### src/rtl/core/jac_pkg.sv
package jac_pkg;

	// default sample width; the pipeline depth follows from it
	localparam int SAMPLE_BITS_DEF = 10;

	// gain register: unsigned Q2.8
	localparam int GAIN_W    = 10;
	localparam int GAIN_FRAC = 8;

	// output position: two's complement, -OUT_MAX..OUT_MAX
	localparam int OUT_W    = 8;
	localparam int OUT_MAX  = 100;
	localparam int OUT_SPAN = 2 * OUT_MAX;

	// pipeline shape: front end, long division (DIV_BITS quotient bits per stage), back end
	localparam int PRE_STG  = 3;
	localparam int DIV_BITS = 2;
	localparam int POST_STG = 7;

	localparam int REG_IDX_W = 3;

	typedef enum logic [REG_IDX_W-1:0] {
		REG_CAL_MIN_X = 3'd0,
		REG_CAL_MIN_Y = 3'd1,
		REG_CAL_MAX_X = 3'd2,
		REG_CAL_MAX_Y = 3'd3,
		REG_CENTER_X  = 3'd4,
		REG_CENTER_Y  = 3'd5,
		REG_DEAD_BAND = 3'd6,
		REG_SENS_GAIN = 3'd7
	} cfg_reg_t;

	localparam int RST_CAL_MIN_X = 56;
	localparam int RST_CAL_MIN_Y = 19;
	localparam int RST_CAL_MAX_X = 1023;
	localparam int RST_CAL_MAX_Y = 1010;
	localparam int RST_CENTER_X  = 571;
	localparam int RST_CENTER_Y  = 526;
	localparam int RST_DEAD_BAND = 51;
	localparam int RST_SENS_GAIN = 256;

	// stages from input register to output register, inclusive
	function automatic int jac_depth(input int w);
		return PRE_STG + (2 * w) / DIV_BITS + POST_STG;
	endfunction

endpackage

### src/rtl/core/joystick_axis_conditioner.sv
// Two-axis stick conditioner. Each accepted transaction carries one raw x/y sample pair and the
// button level; one result transaction comes back per input, in order, with both positions in
// -100..100 and the button unchanged. Each axis is recalibrated from cal_min..cal_max onto the
// full sample range, scaled by sens_gain (Q2.8) about its center, snapped to mid-scale inside
// dead_band, then mapped and clamped to -100..100. The block takes a new pair every cycle
// while the output is not stalled with the pipe full; the per-axis pipelined long divider
// retires two of the 2*SAMPLE_BITS quotient bits per stage. Stalls on the output fill
// bubbles first, so input keeps flowing until the pipe is full. Write the registers only
// while no transaction is in flight.
module joystick_axis_conditioner
	import jac_pkg::*;
#(
	parameter int SAMPLE_BITS = SAMPLE_BITS_DEF,
	localparam int IN_DW  = ((2 * SAMPLE_BITS + 7) / 8) * 8,
	localparam int OUT_DW = 2 * OUT_W,
	localparam int CFG_W  = (SAMPLE_BITS > GAIN_W) ? SAMPLE_BITS : GAIN_W
) (
	input  logic                 clk,
	input  logic                 arst_n,

	input  logic                 s_tvalid,
	output logic                 s_tready,
	input  logic [IN_DW-1:0]     s_tdata,   // raw_x, raw_y, zero pad
	input  logic                 s_tuser,   // button_in

	output logic                 m_tvalid,
	input  logic                 m_tready,
	output logic [OUT_DW-1:0]    m_tdata,   // pos_x, pos_y
	output logic                 m_tuser,   // button_out

	input  logic                 cfg_we,
	input  logic [REG_IDX_W-1:0] cfg_addr,
	input  logic [CFG_W-1:0]     cfg_data
);

	localparam int W    = SAMPLE_BITS;
	localparam int NSTG = jac_depth(SAMPLE_BITS);

	logic [W-1:0]      cal_min_x_q;
	logic [W-1:0]      cal_min_y_q;
	logic [W-1:0]      cal_max_x_q;
	logic [W-1:0]      cal_max_y_q;
	logic [W-1:0]      center_x_q;
	logic [W-1:0]      center_y_q;
	logic [W-1:0]      dead_band_q;
	logic [GAIN_W-1:0] sens_gain_q;

	always_ff @(posedge clk or negedge arst_n) begin
		if (!arst_n) begin
			cal_min_x_q <= W'(RST_CAL_MIN_X);
			cal_min_y_q <= W'(RST_CAL_MIN_Y);
			cal_max_x_q <= W'(RST_CAL_MAX_X);
			cal_max_y_q <= W'(RST_CAL_MAX_Y);
			center_x_q  <= W'(RST_CENTER_X);
			center_y_q  <= W'(RST_CENTER_Y);
			dead_band_q <= W'(RST_DEAD_BAND);
			sens_gain_q <= GAIN_W'(RST_SENS_GAIN);
		end else if (cfg_we) begin
			case (cfg_reg_t'(cfg_addr))
				REG_CAL_MIN_X: cal_min_x_q <= cfg_data[W-1:0];
				REG_CAL_MIN_Y: cal_min_y_q <= cfg_data[W-1:0];
				REG_CAL_MAX_X: cal_max_x_q <= cfg_data[W-1:0];
				REG_CAL_MAX_Y: cal_max_y_q <= cfg_data[W-1:0];
				REG_CENTER_X:  center_x_q  <= cfg_data[W-1:0];
				REG_CENTER_Y:  center_y_q  <= cfg_data[W-1:0];
				REG_DEAD_BAND: dead_band_q <= cfg_data[W-1:0];
				REG_SENS_GAIN: sens_gain_q <= cfg_data[GAIN_W-1:0];
				default: ;
			endcase
		end
	end

	// stage k loads when the output drains or any stage from k onward holds a bubble
	logic [NSTG:1] vld_s;
	logic [NSTG:1] vld_in;
	logic [NSTG:1] ld;
	logic          btn_s [1:NSTG];

	for (genvar k = 1; k <= NSTG; k++) begin : g_ld
		assign ld[k] = m_tready || !(&vld_s[NSTG:k]);
	end

	assign vld_in = {vld_s[NSTG-1:1], s_tvalid};

	always_ff @(posedge clk or negedge arst_n) begin
		if (!arst_n) begin
			vld_s <= '0;
		end else begin
			vld_s <= (vld_s & ~ld) | (vld_in & ld);
		end
	end

	always_ff @(posedge clk) begin
		if (ld[1]) begin
			btn_s[1] <= s_tuser;
		end
		for (int k = 2; k <= NSTG; k++) begin
			if (ld[k]) begin
				btn_s[k] <= btn_s[k-1];
			end
		end
	end

	logic signed [OUT_W-1:0] pos_x;
	logic signed [OUT_W-1:0] pos_y;

	jac_axis #(
		.SAMPLE_BITS (SAMPLE_BITS)
	) u_axis_x (
		.clk       (clk),
		.ld        (ld),
		.raw       (s_tdata[W-1:0]),
		.cal_min   (cal_min_x_q),
		.cal_max   (cal_max_x_q),
		.center    (center_x_q),
		.dead_band (dead_band_q),
		.sens_gain (sens_gain_q),
		.pos       (pos_x)
	);

	jac_axis #(
		.SAMPLE_BITS (SAMPLE_BITS)
	) u_axis_y (
		.clk       (clk),
		.ld        (ld),
		.raw       (s_tdata[2*W-1:W]),
		.cal_min   (cal_min_y_q),
		.cal_max   (cal_max_y_q),
		.center    (center_y_q),
		.dead_band (dead_band_q),
		.sens_gain (sens_gain_q),
		.pos       (pos_y)
	);

	assign s_tready = ld[1];
	assign m_tvalid = vld_s[NSTG];
	assign m_tdata  = {pos_y, pos_x};
	assign m_tuser  = btn_s[NSTG];

	// a bubble anywhere in the pipe must open the input
	a_bubble_ready: assert property (@(posedge clk) disable iff (!arst_n)
		!(&vld_s) |-> s_tready)
		else $error("input stalled with a bubble in the pipe");

	a_drain_ready: assert property (@(posedge clk) disable iff (!arst_n)
		m_tready |-> s_tready)
		else $error("input stalled while output drains");

	a_pos_x_range: assert property (@(posedge clk) disable iff (!arst_n)
		m_tvalid |-> ($signed(m_tdata[OUT_W-1:0]) >= -8'sd100) &&
			($signed(m_tdata[OUT_W-1:0]) <= 8'sd100))
		else $error("pos_x out of range");

	a_pos_y_range: assert property (@(posedge clk) disable iff (!arst_n)
		m_tvalid |-> ($signed(m_tdata[2*OUT_W-1:OUT_W]) >= -8'sd100) &&
			($signed(m_tdata[2*OUT_W-1:OUT_W]) <= 8'sd100))
		else $error("pos_y out of range");

endmodule

### src/rtl/core/jac_axis.sv
module jac_axis
	import jac_pkg::*;
#(
	parameter int SAMPLE_BITS = SAMPLE_BITS_DEF,
	localparam int NSTG = jac_depth(SAMPLE_BITS)
) (
	input  logic                          clk,
	input  logic [NSTG:1]                 ld,
	input  logic [SAMPLE_BITS-1:0]        raw,
	input  logic [SAMPLE_BITS-1:0]        cal_min,
	input  logic [SAMPLE_BITS-1:0]        cal_max,
	input  logic [SAMPLE_BITS-1:0]        center,
	input  logic [SAMPLE_BITS-1:0]        dead_band,
	input  logic [GAIN_W-1:0]             sens_gain,
	output logic signed [OUT_W-1:0]       pos
);

	localparam int W       = SAMPLE_BITS;
	localparam int QW      = 2 * W;
	localparam int DIV_STG = QW / DIV_BITS;
	localparam int PB      = PRE_STG + DIV_STG;
	localparam int VW      = QW + 1;
	localparam int DW      = VW + 1;
	localparam int PW      = DW + GAIN_W + 1;
	localparam int TW      = PW - GAIN_FRAC;
	localparam int V2W     = TW + 1;
	localparam int XW      = W + OUT_W;
	localparam int FULL    = (1 << W) - 1;
	localparam logic signed [V2W-1:0] MID_V = V2W'(1 << (W - 1));
	localparam logic [PW-1:0] ROUND_V = PW'((1 << GAIN_FRAC) - 1);

	// divisor terms are registered; the user moves config only while idle, not enforced
	logic [W:0]   span;
	logic [W-1:0] den_q;
	logic         span_neg_q;
	logic         span_zero_q;

	assign span = {1'b0, cal_max} - {1'b0, cal_min};

	always_ff @(posedge clk) begin
		span_neg_q  <= span[W];
		den_q       <= span[W] ? W'(-span) : span[W-1:0];
		span_zero_q <= (cal_max == cal_min);
	end

	// front end: offset, magnitude, scale to full range
	logic [W:0]   diff_s1;
	logic [W-1:0] mag_s2;
	logic         neg_s2;

	always_ff @(posedge clk) begin
		if (ld[1]) begin
			diff_s1 <= {1'b0, raw} - {1'b0, cal_min};
		end
		if (ld[2]) begin
			mag_s2 <= diff_s1[W] ? W'(-diff_s1) : diff_s1[W-1:0];
			neg_s2 <= diff_s1[W];
		end
	end

	// long division, numerator shifts out the top while the quotient fills in below;
	// entry 0 is the third front-end stage
	logic [W-1:0]  div_rem_s [0:DIV_STG];
	logic [QW-1:0] div_nq_s  [0:DIV_STG];
	logic          div_neg_s [0:DIV_STG];

	always_ff @(posedge clk) begin
		if (ld[PRE_STG]) begin
			div_rem_s[0] <= '0;
			div_nq_s[0]  <= {mag_s2, {W{1'b0}}} - {{W{1'b0}}, mag_s2};
			div_neg_s[0] <= neg_s2 ^ span_neg_q;
		end
	end

	for (genvar j = 1; j <= DIV_STG; j++) begin : g_div
		logic [W-1:0]  rem_n;
		logic [QW-1:0] nq_n;

		always_comb begin
			logic [W:0] trial;
			rem_n = div_rem_s[j-1];
			nq_n  = div_nq_s[j-1];
			trial = '0;
			for (int b = 0; b < DIV_BITS; b++) begin
				trial = {rem_n, nq_n[QW-1]};
				nq_n  = {nq_n[QW-2:0], 1'b0};
				if (trial >= {1'b0, den_q}) begin
					rem_n    = W'(trial - {1'b0, den_q});
					nq_n[0]  = 1'b1;
				end else begin
					rem_n = trial[W-1:0];
				end
			end
		end

		always_ff @(posedge clk) begin
			if (ld[PRE_STG+j]) begin
				div_rem_s[j] <= rem_n;
				div_nq_s[j]  <= nq_n;
				div_neg_s[j] <= div_neg_s[j-1];
			end
		end
	end

	// back end; stage numbers continue after the divider
	logic signed [VW-1:0]  v_s4;
	logic signed [DW-1:0]  d_s5;
	logic signed [PW-1:0]  prod_s6;
	logic signed [TW-1:0]  t_s7;
	logic signed [V2W-1:0] v2_s8;
	logic                  lo_s9;
	logic                  hi_s9;
	logic [XW-1:0]         x_s9;

	logic signed [GAIN_W:0] gain_sx;
	logic [QW-1:0]          quo;
	logic [PW-1:0]          prod_r;
	logic signed [TW:0]     t_x;
	logic [TW:0]            t_mag;
	logic                   in_dz;
	logic [OUT_W-1:0]       q0;
	logic [W:0]             fold;
	logic [OUT_W-1:0]       q;

	assign gain_sx = {1'b0, sens_gain};
	assign quo     = div_nq_s[DIV_STG];
	// truncate toward zero: bias negative products before the shift
	assign prod_r  = prod_s6 + (prod_s6[PW-1] ? ROUND_V : '0);
	assign t_x     = {t_s7[TW-1], t_s7};
	assign t_mag   = t_x[TW] ? -t_x : t_x;
	assign in_dz   = t_mag <= (TW+1)'(dead_band);
	// x / FULL with FULL = 2^W - 1: fold the high part back in, one correction
	assign q0      = x_s9[XW-1:W];
	assign fold    = {1'b0, x_s9[W-1:0]} + (W+1)'(q0);
	assign q       = q0 + ((fold >= (W+1)'(FULL)) ? OUT_W'(1) : OUT_W'(0));

	always_ff @(posedge clk) begin
		if (ld[PB+1]) begin
			if (span_zero_q) begin
				v_s4 <= '0;
			end else begin
				v_s4 <= div_neg_s[DIV_STG] ? -$signed({1'b0, quo}) : $signed({1'b0, quo});
			end
		end
		if (ld[PB+2]) begin
			d_s5 <= {v_s4[VW-1], v_s4} - {{(DW-W){1'b0}}, center};
		end
		if (ld[PB+3]) begin
			prod_s6 <= d_s5 * gain_sx;
		end
		if (ld[PB+4]) begin
			t_s7 <= prod_r[PW-1:GAIN_FRAC];
		end
		if (ld[PB+5]) begin
			// offset from center after gain is t itself
			v2_s8 <= in_dz ? MID_V : t_x + {{(V2W-W){1'b0}}, center};
		end
		if (ld[PB+6]) begin
			lo_s9 <= v2_s8[V2W-1];
			hi_s9 <= !v2_s8[V2W-1] && (v2_s8[V2W-2:0] >= (V2W-1)'(FULL));
			x_s9  <= XW'(v2_s8[W-1:0]) * XW'(OUT_SPAN);
		end
		if (ld[PB+7]) begin
			if (lo_s9) begin
				pos <= -OUT_W'(OUT_MAX);
			end else if (hi_s9) begin
				pos <= OUT_W'(OUT_MAX);
			end else begin
				pos <= q - OUT_W'(OUT_MAX);
			end
		end
	end

endmodule

### config.mk
export PLATFORM = sky130hd
export DESIGN_NAME = joystick_axis_conditioner
export DESIGN_NICKNAME = d
export VERILOG_FILES = /design/src/rtl/core/jac_pkg.sv /design/src/rtl/core/joystick_axis_conditioner.sv /design/src/rtl/core/jac_axis.sv
export SDC_FILE = /design/constraint.sdc
export NUM_CORES = 2
export LEC_CHECK = 0
export BUFFER_PORTS_ARGS = -buffer_cell sky130_fd_sc_hd__buf_2
export CAP_MARGIN = 20
export CORE_ASPECT_RATIO = 0.5
export CORE_MARGIN = 2
export CORE_UTILIZATION = 49
export CTS_CLUSTER_SIZE = 14
export DETAILED_ROUTE_END_ITERATION = 10
export GPL_TIMING_DRIVEN = 1
export HOLD_SLACK_MARGIN = 0.12
export PLACE_DENSITY = 0.74
export SLEW_MARGIN = 20
export SYNTH_ARGS = -nofsm -noshare
export SYNTH_HDL_FRONTEND = slang
export SYNTH_SLANG_ARGS = --single-unit
### constraint.sdc
create_clock -name clk -period 10.2 [get_ports clk]
set_input_delay 1.53 -clock clk [delete_from_list [all_inputs] [get_ports clk]]
set_output_delay 1.53 -clock clk [all_outputs]
set_load 0.01 [all_outputs]
==> summary.txt <==
Status
  – Outcome: complete, no violations

STA
  – Worst Clk Skew: 0.0496 ns
  – Max Slew Vio Count: 0
  – Setup-failing EPs final: 0
  – RSZ-0062 raised after global routing: no
  – FMAX: 143 MHz
  – Final hold viol count: 0
  – Final critical-path required period: 7.00 ns
  – Total negative slack: 0 ns
  – Slew Limit Headroom: 28.3%
  – Crit share post-route: 68.6%
  – Worst slew pin tran: 1.07 ns
  – Worst hold slack: 0.402 ns

Critical path
  – Reg-to-Reg Start: sens_gain_q[4]$_DFFE_PN0P_
  – Critical path buffers and inverters: 5
  – Critical path class: input port to output pin
  – Reg2reg path depth: 19
  – Crit path DAT: 5.47 ns
  – Flop-to-flop setup slack: 3.39 ns
  – Crit-path slowest cell: nand3_4
  – Worst endpoint required time: 8.67 ns
  – Top delay family on crit path: simple AND/OR/NAND/NOR gates
  – Max incr delay on CP: 0.70 ns
  – Worst-path maximum fanout: 65
  – Critical path cell sequence: buf_2 > nor2b_1 > inv_1 > nor2_1 > buf_4 > and3_1 > and3_1 > nand3_4 > nor2_1 > nand3_1 > buf_4 > buf_2
  – Setup crit start kind: input port
  – Critical Path Sink Type: output pin
  – Reg-to-Reg End: u_axis_x.prod_s6[32]$_DFFE_PN_

Yosys
  – Most common cell in the netlist: edfxtp_1
  – Syn avg cell area: 10.8 um2
  – Synth Warn #: 0
  – Area of the mapped netlist: 0.0830 mm2
  – Synth top area cells: edfxtp_1 (37%), ha_1 (11%), fa_1 (11%)
  – Post-synthesis sequential area ratio: 40.2%
  – Post-synthesis cell count: 7661
  – Yosys reg bits: 1134
  – Synth top area share: 36.6%
  – Syn_nets: 8883
  – Library cells used by synthesis: 88
  – Commonest cells post-synth: edfxtp_1 (1010), inv_1 (918), ha_1 (737), nand2_1 (596), fa_1 (442)
  – Largest area contributor in the netlist: edfxtp_1
  – Async S/R FF share, synth: 8.82%
  – Post-synth EDFFs: 1010
  – Synth Flop Type: edfxtp_1

Clock network
  – CTS tree: built
  – Inserted Clock Buffers: 106
  – CTS sink cnt: 1134
  – CTS clock-pin slew for the worst setup and hold paths: 0.06 ns
  – Worst-case clock buffer depth: 3
  – CTS Hold Bufs: 0
  – CTS resizes: 0
  – Clk root buf: clkbuf_16
  – H-Tree Depth: 3
  – # Post-CTS Setup Buffers: 0
  – Clock Latency Late Sink: 0.74 ns

Cells and area
  – Design area: 0.0895 mm2
  – Ratio of cells with drive above 1 in the final layout: 8.73%
  – Area grow syn2layout: 7.88%
  – # nets final: 8934
  – Finished Layout Cells: 10080
  – Fillers: 14232

Placed design
  – Dpl cells: 9870
  – Port bufs: 57
  – Post-DP Area: 0.0859 mm2
  – RePlAce Congestion: 0.893
  – Post-detail-place hpwl: 128 mm

Floorplanning
  – Die height: 295 um
  – Initial core utilization: 49.5%
  – I/O pin total: 62
  – Die Area: 0.173 mm2
  – Cell Rows: 106
  – Core footprint: 0.168 mm2
  – Die Wd: 586 um

Hold path
  – HP Class: flop to flop
  – Hold EP: u_axis_x.div_nq_s[9][4]$_DFFE_PN_
  – Hold Crit Start: u_axis_x.div_nq_s[8][2]$_DFFE_PN_
  – WHS Path Cells: 0

Route
  – Met3 WL: 11.0 mm
  – WL/cell: 16.8 um
  – Via count: 55384
  – Vias/cell: 5.49
  – Met1 Wirelength: 78.0 mm
  – DR pass1 iterations: 6
  – DR iter-0 viols: 4207
  – Max Used Layer: met5
  – Detail Route Antenna Nets: 0
  – DRC viols: 0
  – Met2 WL post-DR: 77.3 mm
  – Final WL: 170 mm

GRT
  – Initial antenna violation count: 26
  – Total Routing Usage GR: 19.9%
  – Overflow after GRT: 0
  – First-pass GRT wire length: 280 mm
  – Vias in the first global route: 55342
  – Largest net degree at the start of global routing: 68

Flow run
  – Max-Cap Viols: 0
-- worst max path at each step --
| stage | slack, ns | cells past startpoint | endpoint | start |
|---|---|---|---|---|
| after CTS | 3.17 | 12 | s_tready | m_tready |
| final | 3.20 | 12 | s_tready | m_tready |
| after global routing | 2.87 | 12 | s_tready | m_tready |
| after global placement | 3.34 | 12 | s_tready | m_tready |
| after floorplan | 3.17 | 8 | s_tready | m_tready |
| after detailed placement | 3.24 | 12 | s_tready | m_tready |
-- kinds of logic (layout without fill, tap and decap cells) --
group | Yosys count | after routing | synth area share [%]
fa+ha+maj | 1179 | 1179 | 21.8
xor+xnor | 570 | 570 | 6.02
buf+inv | 1092 | 1236 | 4.97
simple gates | 2082 | 2082 | 12.5
mux | 342 | 342 | 4.55
other cells | 0 | 7 | 0
flops | 1134 | 1134 | 40.2
compound gates | 1262 | 1262 | 9.95
-- flip-flops by register name, indices dropped and copies added, names as in the netlist, 21 cells and up, named ones only --
signal / count
u_axis_y.div_rem_s: 90
u_axis_y.prod_s6: 33
u_axis_x.t_s7: 25
u_axis_y.t_s7: 25
u_axis_x.prod_s6: 33
u_axis_y.v_s4: 21
u_axis_y.div_nq_s: 220
u_axis_x.div_rem_s: 90
u_axis_x.div_nq_s: 220
u_axis_x.v_s4: 21
u_axis_y.d_s5: 22
u_axis_y.v2_s8: 26
u_axis_x.d_s5: 22
u_axis_x.v2_s8: 26
-- final cells by class --
cell class | count | area [um2] | share of cell area [%]
Timing Repair Buffer | 113 | 712 | 0.795
Clock buffer | 153 | 2970 | 3.32
Inverter | 922 | 3460 | 3.87
Clock inverter | 48 | 544 | 0.608
Sequential cell | 1134 | 33400 | 37.3
Multi-Input combinational cell | 5435 | 45600 | 50.9
Antenna cell | 7 | 17.5 | 0.0196
Tap cell | 2268 | 2840 | 3.17
-- routing by layer --
metal / vias up / global-route usage [%]
li1: 27024 / -
met1: 26807 / 27.4
met2: 1267 / 32.9
met3: 272 / 3.54
met4: 14 / 4.46
met5: - / 0
-- cell usage in the layout, fill, tap and decap left out, drive strengths merged, types with 23 or more instances in the layout --
| cell | netlist | final |
|---|---|---|
| dfstp | 38 | 38 |
| xor2 | 162 | 162 |
| nor4 | 44 | 44 |
| buf | 11 | 111 |
| mux2 | 282 | 282 |
| dfxtp | 24 | 24 |
| or3 | 56 | 56 |
| clkbuf | 159 | 155 |
| o21bai | 36 | 36 |
| nor2b | 118 | 118 |
| edfxtp | 1010 | 1010 |
| inv | 921 | 927 |
| nor2 | 417 | 417 |
| a31oi | 27 | 27 |
| o31ai | 45 | 45 |
| or4 | 23 | 23 |
| xnor2 | 408 | 408 |
| a211oi | 56 | 56 |
| o21ai | 306 | 306 |
| mux2i | 60 | 60 |
| nand4 | 101 | 101 |
| and3 | 51 | 51 |
| or2 | 26 | 26 |
| nor3 | 157 | 157 |
| fa | 442 | 442 |
| clkinv | 1 | 28 |
| a21o | 137 | 137 |
| a21oi | 302 | 302 |
| o41ai | 24 | 24 |
| nand3 | 93 | 93 |
| o211ai | 35 | 35 |
| ha | 737 | 737 |
| nand2b | 79 | 79 |
| dfrtp | 62 | 62 |
| o21a | 45 | 45 |
| and2 | 259 | 259 |
| nand2 | 596 | 596 |
| a21boi | 44 | 44 |
-- per-stage QoR --
step	worst slack (ns)	utilization, %
floorplan	3.17	-
global placement	3.34	51.2
detailed placement	3.24	51.3
CTS	3.17	53.4
global route	2.87	53.4
finish	3.20	53.4
Power is not shown: default switching activity piles up to over one toggle a cycle in this logic, so the estimate is an artifact.
